$ cat src/hdl/stab_pkg.sv
// Package for the session table: status and operation codes, record type, widths.
// No dependencies.
package stab_pkg;

    localparam int DEFAULT_TABLE_DEPTH = 16;

    localparam logic [1:0] FUNC_CREATE  = 2'd0;
    localparam logic [1:0] FUNC_ACCEPT  = 2'd1;
    localparam logic [1:0] FUNC_RELEASE = 2'd2;
    localparam logic [1:0] FUNC_GET     = 2'd3;

    localparam logic [1:0] ST_OK        = 2'd0;
    localparam logic [1:0] ST_FULL      = 2'd1;
    localparam logic [1:0] ST_NOT_FOUND = 2'd2;
    localparam logic [1:0] ST_MISMATCH  = 2'd3;

    typedef struct packed {
        logic        closed;
        logic [63:0] id;
        logic [63:0] epoch;
        logic [63:0] boot;
        logic [63:0] nonce;
        logic [63:0] last_seq;
        logic [31:0] active;
    } slot_rec_t;

    // Request that travels down the row of cells, one cell per cycle.
    typedef struct packed {
        logic [1:0]  func;
        logic [63:0] id;
        logic [63:0] epoch;
        logic [63:0] boot;
        logic [63:0] seq;
        logic [63:0] nonce;
        logic [63:0] new_id;
        logic        alloc;     // create may claim the first unused slot
        logic        done;      // some earlier cell has handled the item
        logic [1:0]  status;
        logic        emit;      // record below is reported
        slot_rec_t   rec;
        logic [5:0]  open_cnt;  // open slots counted so far after update
    } req_t;

endpackage

$ cat src/hdl/stab_cell.sv
// One table slot: holds the slot record and acts on the passing request.
// Depends on stab_pkg.
module stab_cell
    import stab_pkg::*;
(
    input  logic aclk,
    input  logic aresetn,
    input  logic in_valid,
    input  req_t in_req,
    input  logic used,      // slot already allocated
    output logic take,      // this cell allocates itself
    output logic out_valid,
    output req_t out_req
);

    slot_rec_t rec_reg, rec_next;
    req_t      req_next;
    logic      valid_reg;
    req_t      req_reg;
    logic      hit_open, hit_any;

    always_comb begin
        rec_next = rec_reg;
        req_next = in_req;
        take     = 1'b0;
        hit_open = used && !rec_reg.closed && (rec_reg.id == in_req.id);
        hit_any  = used && (rec_reg.id == in_req.id);
        if (in_valid && !in_req.done) begin
            unique case (in_req.func)
                FUNC_CREATE: begin
                    if ((used && rec_reg.closed) || (!used && in_req.alloc)) begin
                        take           = !used;
                        rec_next       = '{closed: 1'b0, id: in_req.new_id,
                                           epoch: in_req.epoch, boot: in_req.boot,
                                           nonce: in_req.nonce, last_seq: 64'd0,
                                           active: 32'd0};
                        req_next.done  = 1'b1;
                        req_next.emit  = 1'b1;
                        req_next.status = ST_OK;
                        req_next.rec   = rec_next;
                    end
                end
                FUNC_ACCEPT: begin
                    if (hit_open) begin
                        req_next.done = 1'b1;
                        if (rec_reg.epoch != in_req.epoch || rec_reg.boot != in_req.boot
                            || in_req.seq <= rec_reg.last_seq) begin
                            req_next.status = ST_MISMATCH;
                        end else begin
                            req_next.status   = ST_OK;
                            rec_next.last_seq = in_req.seq;
                            if (rec_reg.active != 32'hFFFF_FFFF) begin
                                rec_next.active = rec_reg.active + 32'd1;
                            end
                        end
                    end
                end
                FUNC_RELEASE: begin
                    if (hit_any) begin
                        req_next.done   = 1'b1;
                        req_next.status = ST_OK;
                        rec_next.closed = 1'b1;
                        rec_next.active = 32'd0;
                    end
                end
                FUNC_GET: begin
                    if (hit_open) begin
                        req_next.done   = 1'b1;
                        req_next.status = ST_OK;
                        req_next.emit   = 1'b1;
                        req_next.rec    = rec_reg;
                    end
                end
                default: ;
            endcase
        end
        if ((used || take) && !rec_next.closed) begin
            req_next.open_cnt = in_req.open_cnt + 6'd1;
        end
    end

    always_ff @(posedge aclk) begin
        if (in_valid) begin
            rec_reg <= rec_next;
            req_reg <= req_next;
        end
        if (!aresetn) begin
            valid_reg <= 1'b0;
        end else begin
            valid_reg <= in_valid;
        end
    end

    assign out_valid = valid_reg;
    assign out_req   = req_reg;

endmodule

$ cat config.mk
export PLATFORM = sky130hd
export DESIGN_NAME = stab_cell
export DESIGN_NICKNAME = d
export VERILOG_FILES = /design/src/hdl/stab_pkg.sv /design/src/hdl/stab_cell.sv
export SDC_FILE = /design/constraint.sdc
export NUM_CORES = 2
export LEC_CHECK = 0
export ABC_CLOCK_PERIOD_IN_PS = 30900
export BUFFER_PORTS_ARGS = -buffer_cell sky130_fd_sc_hd__buf_2
export CAP_MARGIN = 5
export CORE_AREA = 2 2 595 597
export CTS_BUF_LIST = sky130_fd_sc_hd__clkbuf_16
export CTS_CLUSTER_SIZE = 8
export DETAILED_ROUTE_END_ITERATION = 7
export DIE_AREA = 0 0 597 599
export GPL_TIMING_DRIVEN = 0
export HOLD_SLACK_MARGIN = 0.03
export PLACE_DENSITY_LB_ADDON = 0.12
export SKIP_LAST_GASP = 1
export SLEW_MARGIN = 20
export SYNTH_ARGS = -nofsm -noshare
export SYNTH_HDL_FRONTEND = slang
export SYNTH_SLANG_ARGS = --single-unit
$ cat constraint.sdc
create_clock -name aclk -period 30.9 [get_ports aclk]
set_input_delay 0 -clock aclk [delete_from_list [all_inputs] [get_ports aclk]]
set_output_delay 0 -clock aclk [all_outputs]
set_load 0.005 [all_outputs]
[Word level (Yosys, flattened, before mapping)]
Cells that the tools add are included.
W data, S select, Z words.
Word-level totals
  register bits: 1104
  bits of input ports: 754
  output and inout bits: 752
Cells by class
  add/subtract/negate cells: 2
  $lt $le $gt $ge: 1
  equality and inequality tests: 12
  multiplexer cells: 23
  reductions and logical operators: 21
Operators with widths (count)
  $mux W357: 3
  $pmux W354 S2: 1
  $mux W353: 2
  $mux W256: 1
  $mux W96: 2
  $ne A64 B64 Y1: 2
  $pmux W64 S2: 1
  $pmux W32 S3: 1
  $eq A64 B64 Y1: 1
  $le A64 B64 Y1: 1
  $mux W32: 2
  $add A32 B1 Y32 const B: 1
  $ne A32 B32 Y1 const B: 1
  $pmux W3 S4: 1
  $ne A2 B2 Y1 const B: 5
  $reduce_and A8 Y1: 1
  $logic_and A1 B1 Y1: 7
  $add A6 B1 Y6 const B: 1
  $mux W3: 2
  $mux W6: 1
  $reduce_and A6 Y1: 1
  $eq A2 B2 Y1 const B: 2
  $logic_not A1 Y1: 4
  $logic_or A1 B1 Y1: 4
  other kinds (8): 11

[Logic depth before layout (Yosys ltp)]
  word-level depth: 10
  gate-level depth with buffers: 10
  mapped depth without buffers: 10

[Least setup slack after synthesis]
No wires, ideal clock.
  path type: register -> register
  start point: reg rec_reg[352] (netlist name)
  end point: reg rec_reg[100] (netlist name) (enable)
  library setup time: 0.878 ns
  arrival time: 11.879 ns
  data required time: 30.022 ns
  path slack: 18.143 ns
  cell stages (with the launch flop): 6
  path buffers: 3
  path through: edfxtp_1 -> clkbuf_1 -> mux2i_1 -> clkbuf_1 -> clkbuf_1 -> nor2_1
On the way
  cells in the longest elaborated chain, start to end: 3
RTL lines
  start, declared: RTL line stab_cell.sv:16  | slot_rec_t rec_reg, rec_next;
  start signal, assigned: RTL line stab_cell.sv:84  | rec_reg <= rec_next;
  $logic_and A1 B1 Y1: RTL line stab_cell.sv:31  | if ((used && rec_reg.closed) || (!used && in_req.alloc)) begin
  $logic_or A1 B1 Y1: RTL line stab_cell.sv:31
  $reduce_and A4 Y1 (no line)
No other way between the ends.
A chain may end at the register's enable or synchronous reset.

==> impl_metrics.py <==
metrics = {
    "pwr": {
        "total_power_uw": 4210,
        "vdd_ir_drop_max_v": 0.0000442,
        "power_density_nw_per_um2": 51.5,
        "leakagePower_uw": 0.0308,
    },
    "synthesis": {
        "synth_edf_count": 1103,
        "synth_top_flop_cell": "edfxtp_1",
        "syn_inst": 3264,
        "syn_area_per_cell_sq_um": 14.8,
        "ys_ff_latch": 1104,
        "ys_top_cells_by_count": "edfxtp_1 (1,103), nand2_1 (355), mux2i_1 (257)",
        "synth_top_area_share_pct": 68.7,
        "netlist_area_sq_um": 48200,
        "ys_warn_count": 0,
        "synth_area_leaders": "edfxtp_1 (69%), mux2i_1 (5.3%), o221ai_1 (4.6%), a22oi_1 (4.0%), nand2_1 (2.8%)",
        "yosysMostFrequentCell": "edfxtp_1",
        "synth_top_area_cell": "edfxtp_1",
        "synth_seq_area_share_pct": 68.7,
        "synth_nets": 4089,
        "netlist-cell-type-count": 56,
        "async_flop_share_pct": 0,
    },
    "critical_path": {
        "cp.arrival_ps": 6560,
        "crit_required_ps": 31390,
        "slowest_stage": "nor4_4",
        "crit_top_cell": "nand4_1",
        "path_depth": 9,
        "cpLargestDelayFamily": "simple AND/OR/NAND/NOR gates",
        "setup.worst_path.start_class": "register",
        "reg2reg_depth": 9,
        "rrSetupSlack_ps": 24830,
        "r2r-start": "rec_reg[344]",
        "worstSetupPathType": "register to register",
        "crit_path_end_kind": "register",
        "cpPeakStageDelay_ps": 910,
        "timing.rr.end": "out_req[315]",
        "cp_max_fo": 10,
        "crit_buf_inv": 2,
        "crit_chain": "xnor2_1 > nand4_1 > nor4_1 > nand4_1 > nor4_4 > buf_4 > buf_6 > mux2i_1 > o221ai_1",
    },
    "sta": {
        "rsz0062_at_grt": "false",
        "min_period_over_period_pct": 19.6,
        "finalHoldViolations": 0,
        "finalSetupViolCount": 0,
        "skew_ps": 64.7,
        "finalCriticalPeriod_ps": 6070,
        "slew_headroom_pct": 23.2,
        "max_freq_mhz": 165,
        "worstMarginPinSlew_ps": 1140,
        "drv_slew": 0,
        "fin_ws_ps": 24830,
    },
    "clock_tree": {
        "clockBufferDepth": 4,
        "tritoncts": "built",
        "cts_buffers": 170,
        "clock_sinks": 1104,
        "clkTransAtPathRegs_ps": 50,
        "h-tree-depth": 4,
        "insertion_delay_ps": 860,
        "post_cts_resized": 0,
        "clockRootBuffer": "clkbuf_16",
    },
    "worst_hold_path": {
        "hold_path_class": "primary input to register",
        "hold_path_depth": 2,
        "hold_start": "in_req[612]",
        "min_to": "rec_reg[216]",
    },
    "placement": {
        "io_buffers": 1505,
        "dp_cells": 9438,
        "dpl_cell_area_sq_um": 62600,
        "hpwl_mm": 263,
        "place_ws_ps": 24550,
        "place_congestion": 0.835,
    },
    "floorplanning": {
        "dieArea_sq_um": 358000,
        "die_y_microns": 599,
        "die_w_microns": 597,
        "pin_count": 1506,
        "rows": 218,
        "coreArea_sq_um": 351000,
        "initial_core_util_pct": 13.7,
    },
    "finish": {
        "layout.cells.non_filler": 11157,
        "drive_above_1_share_pct": 28.2,
        "post-route-cell-area_sq_um": 81800,
        "fin_util_pct": 23.3,
        "largest_reg_flops": 750,
        "fin_nets": 7229,
        "area_growth_pct": 69.5,
    },
    "detailed_routing": {
        "drt_first_pass_iters": 5,
        "drc": 0,
        "wl_mm": 338,
        "viasPerCell": 3.98,
        "detail-route-antenna-nets": 0,
        "drtIter0Drc": 3309,
        "wl_per_cell_microns": 30.3,
        "route.vias.total": 44423,
    },
    "grt": {
        "grt_pass1_vias": 45694,
        "grt_max_degree": 117,
        "grt_pass1_wl_mm": 436,
        "grt.total_usage_pct": 18.1,
        "grt_antenna_before_repair": 139,
        "grt_overflow_total": 0,
    },
    "job": {
        "max_cap_violations": 0,
    },
    "run_status": {
        "outcome": "complete, no violations",
    },
}
## metal layers
metal	GRT usage, %	vias up	wire length (microns)
li1	-	19401	-
met1	21.3	22597	134000
met2	32.0	1928	167000
met3	4.53	423	24200
met4	5.98	74	12200
met5	0	-	449
## cells in the final DEF (no fill, tap or decap), drive strengths merged, types with 10 or more instances in the layout
cell | netlist | final
o221ai | 256 | 256
dlygate4sd3 | 0 | 1414
and3 | 10 | 10
a22o | 68 | 68
nor4 | 32 | 32
o21ai | 15 | 15
a21o | 17 | 17
xnor2 | 104 | 104
nor2 | 40 | 40
a22oi | 256 | 256
xor2 | 101 | 101
a21oi | 32 | 32
ha | 71 | 71
o211ai | 32 | 32
edfxtp | 1103 | 1103
nand4 | 55 | 55
inv | 83 | 118
mux2i | 257 | 257
clkinv | 0 | 21
and2 | 68 | 68
buf | 40 | 1594
diode | 0 | 72
nand3 | 20 | 20
nand2b | 22 | 22
nand2 | 355 | 355
or3 | 12 | 12
clkbuf | 165 | 337
## power breakdown
group / switching [uW] / total, uW / internal [uW]
clock network: 769 / 1800 / 1030
logic: 361 / 635 / 274
registers: 33.3 / 1780 / 1750
total: 1160 / 4210 / 3050
## final cells by class
| cell class | count | area (sq um) |
|---|---|---|
| Antenna cell | 72 | 180 |
| Buffer | 205 | 976 |
| Clock buffer | 172 | 4300 |
| Clock inverter | 61 | 509 |
| Fill cell | 37737 | 270000 |
| Inverter | 83 | 312 |
| Multi-Input combinational cell | 1872 | 14000 |
| Sequential cell | 1104 | 33100 |
| Tap cell | 4620 | 5780 |
| Timing Repair Buffer | 2968 | 22600 |
## stage by stage
stage / setup TNS, ps / hold slack [ps]
global route: 0 / 57.3
finish: 0 / 80.0
CTS: 0 / 30.3
detailed placement: 0 / 207
floorplan: 0 / 40.6
global placement: -2355600 / 206
## worst reg2reg max path: stages, from the launching register on
cell and delay [ps]:
edfxtp_1 410, xnor2_1 840, nand4_1 190, nor4_1 790
nand4_1 840, nor4_4 910, buf_4 520, buf_6 250
mux2i_1 100, o221ai_1 860
## how the worst max path moves through the flow
stage / endpoint / from
after floorplan: rec_reg[100] / rec_reg[352]
after global placement: rec_reg[222] / in_valid
after detailed placement: out_req[315] / rec_reg[346]
after CTS: out_req[315] / rec_reg[346]
after global routing: out_req[321] / in_valid
final: out_req[315] / rec_reg[344]
## cell families (layout without fill, tap and decap cells)
| logic type | Yosys count | count (layout) | share of synthesized area, % |
|---|---|---|---|
| other | 0 | 72 | 0 |
| xor gates and xnor gates | 205 | 205 | 3.72 |
| muxes | 258 | 258 | 5.36 |
| and+or+nand+nor | 638 | 638 | 6.25 |
| buffers and inverters | 288 | 3489 | 2.62 |
| DFF | 1104 | 1104 | 68.7 |
| adders and majority gates | 71 | 71 | 1.84 |
| AOI/OAI and AO/OA | 700 | 700 | 11.5 |
## what timing repair did
item                                   4_1_cts  5_1_grt
hold buffers                              1414        0
setup buffers                                0        0
endpoints found under the hold margin     1325        0
(Power assumes the default switching activity.)
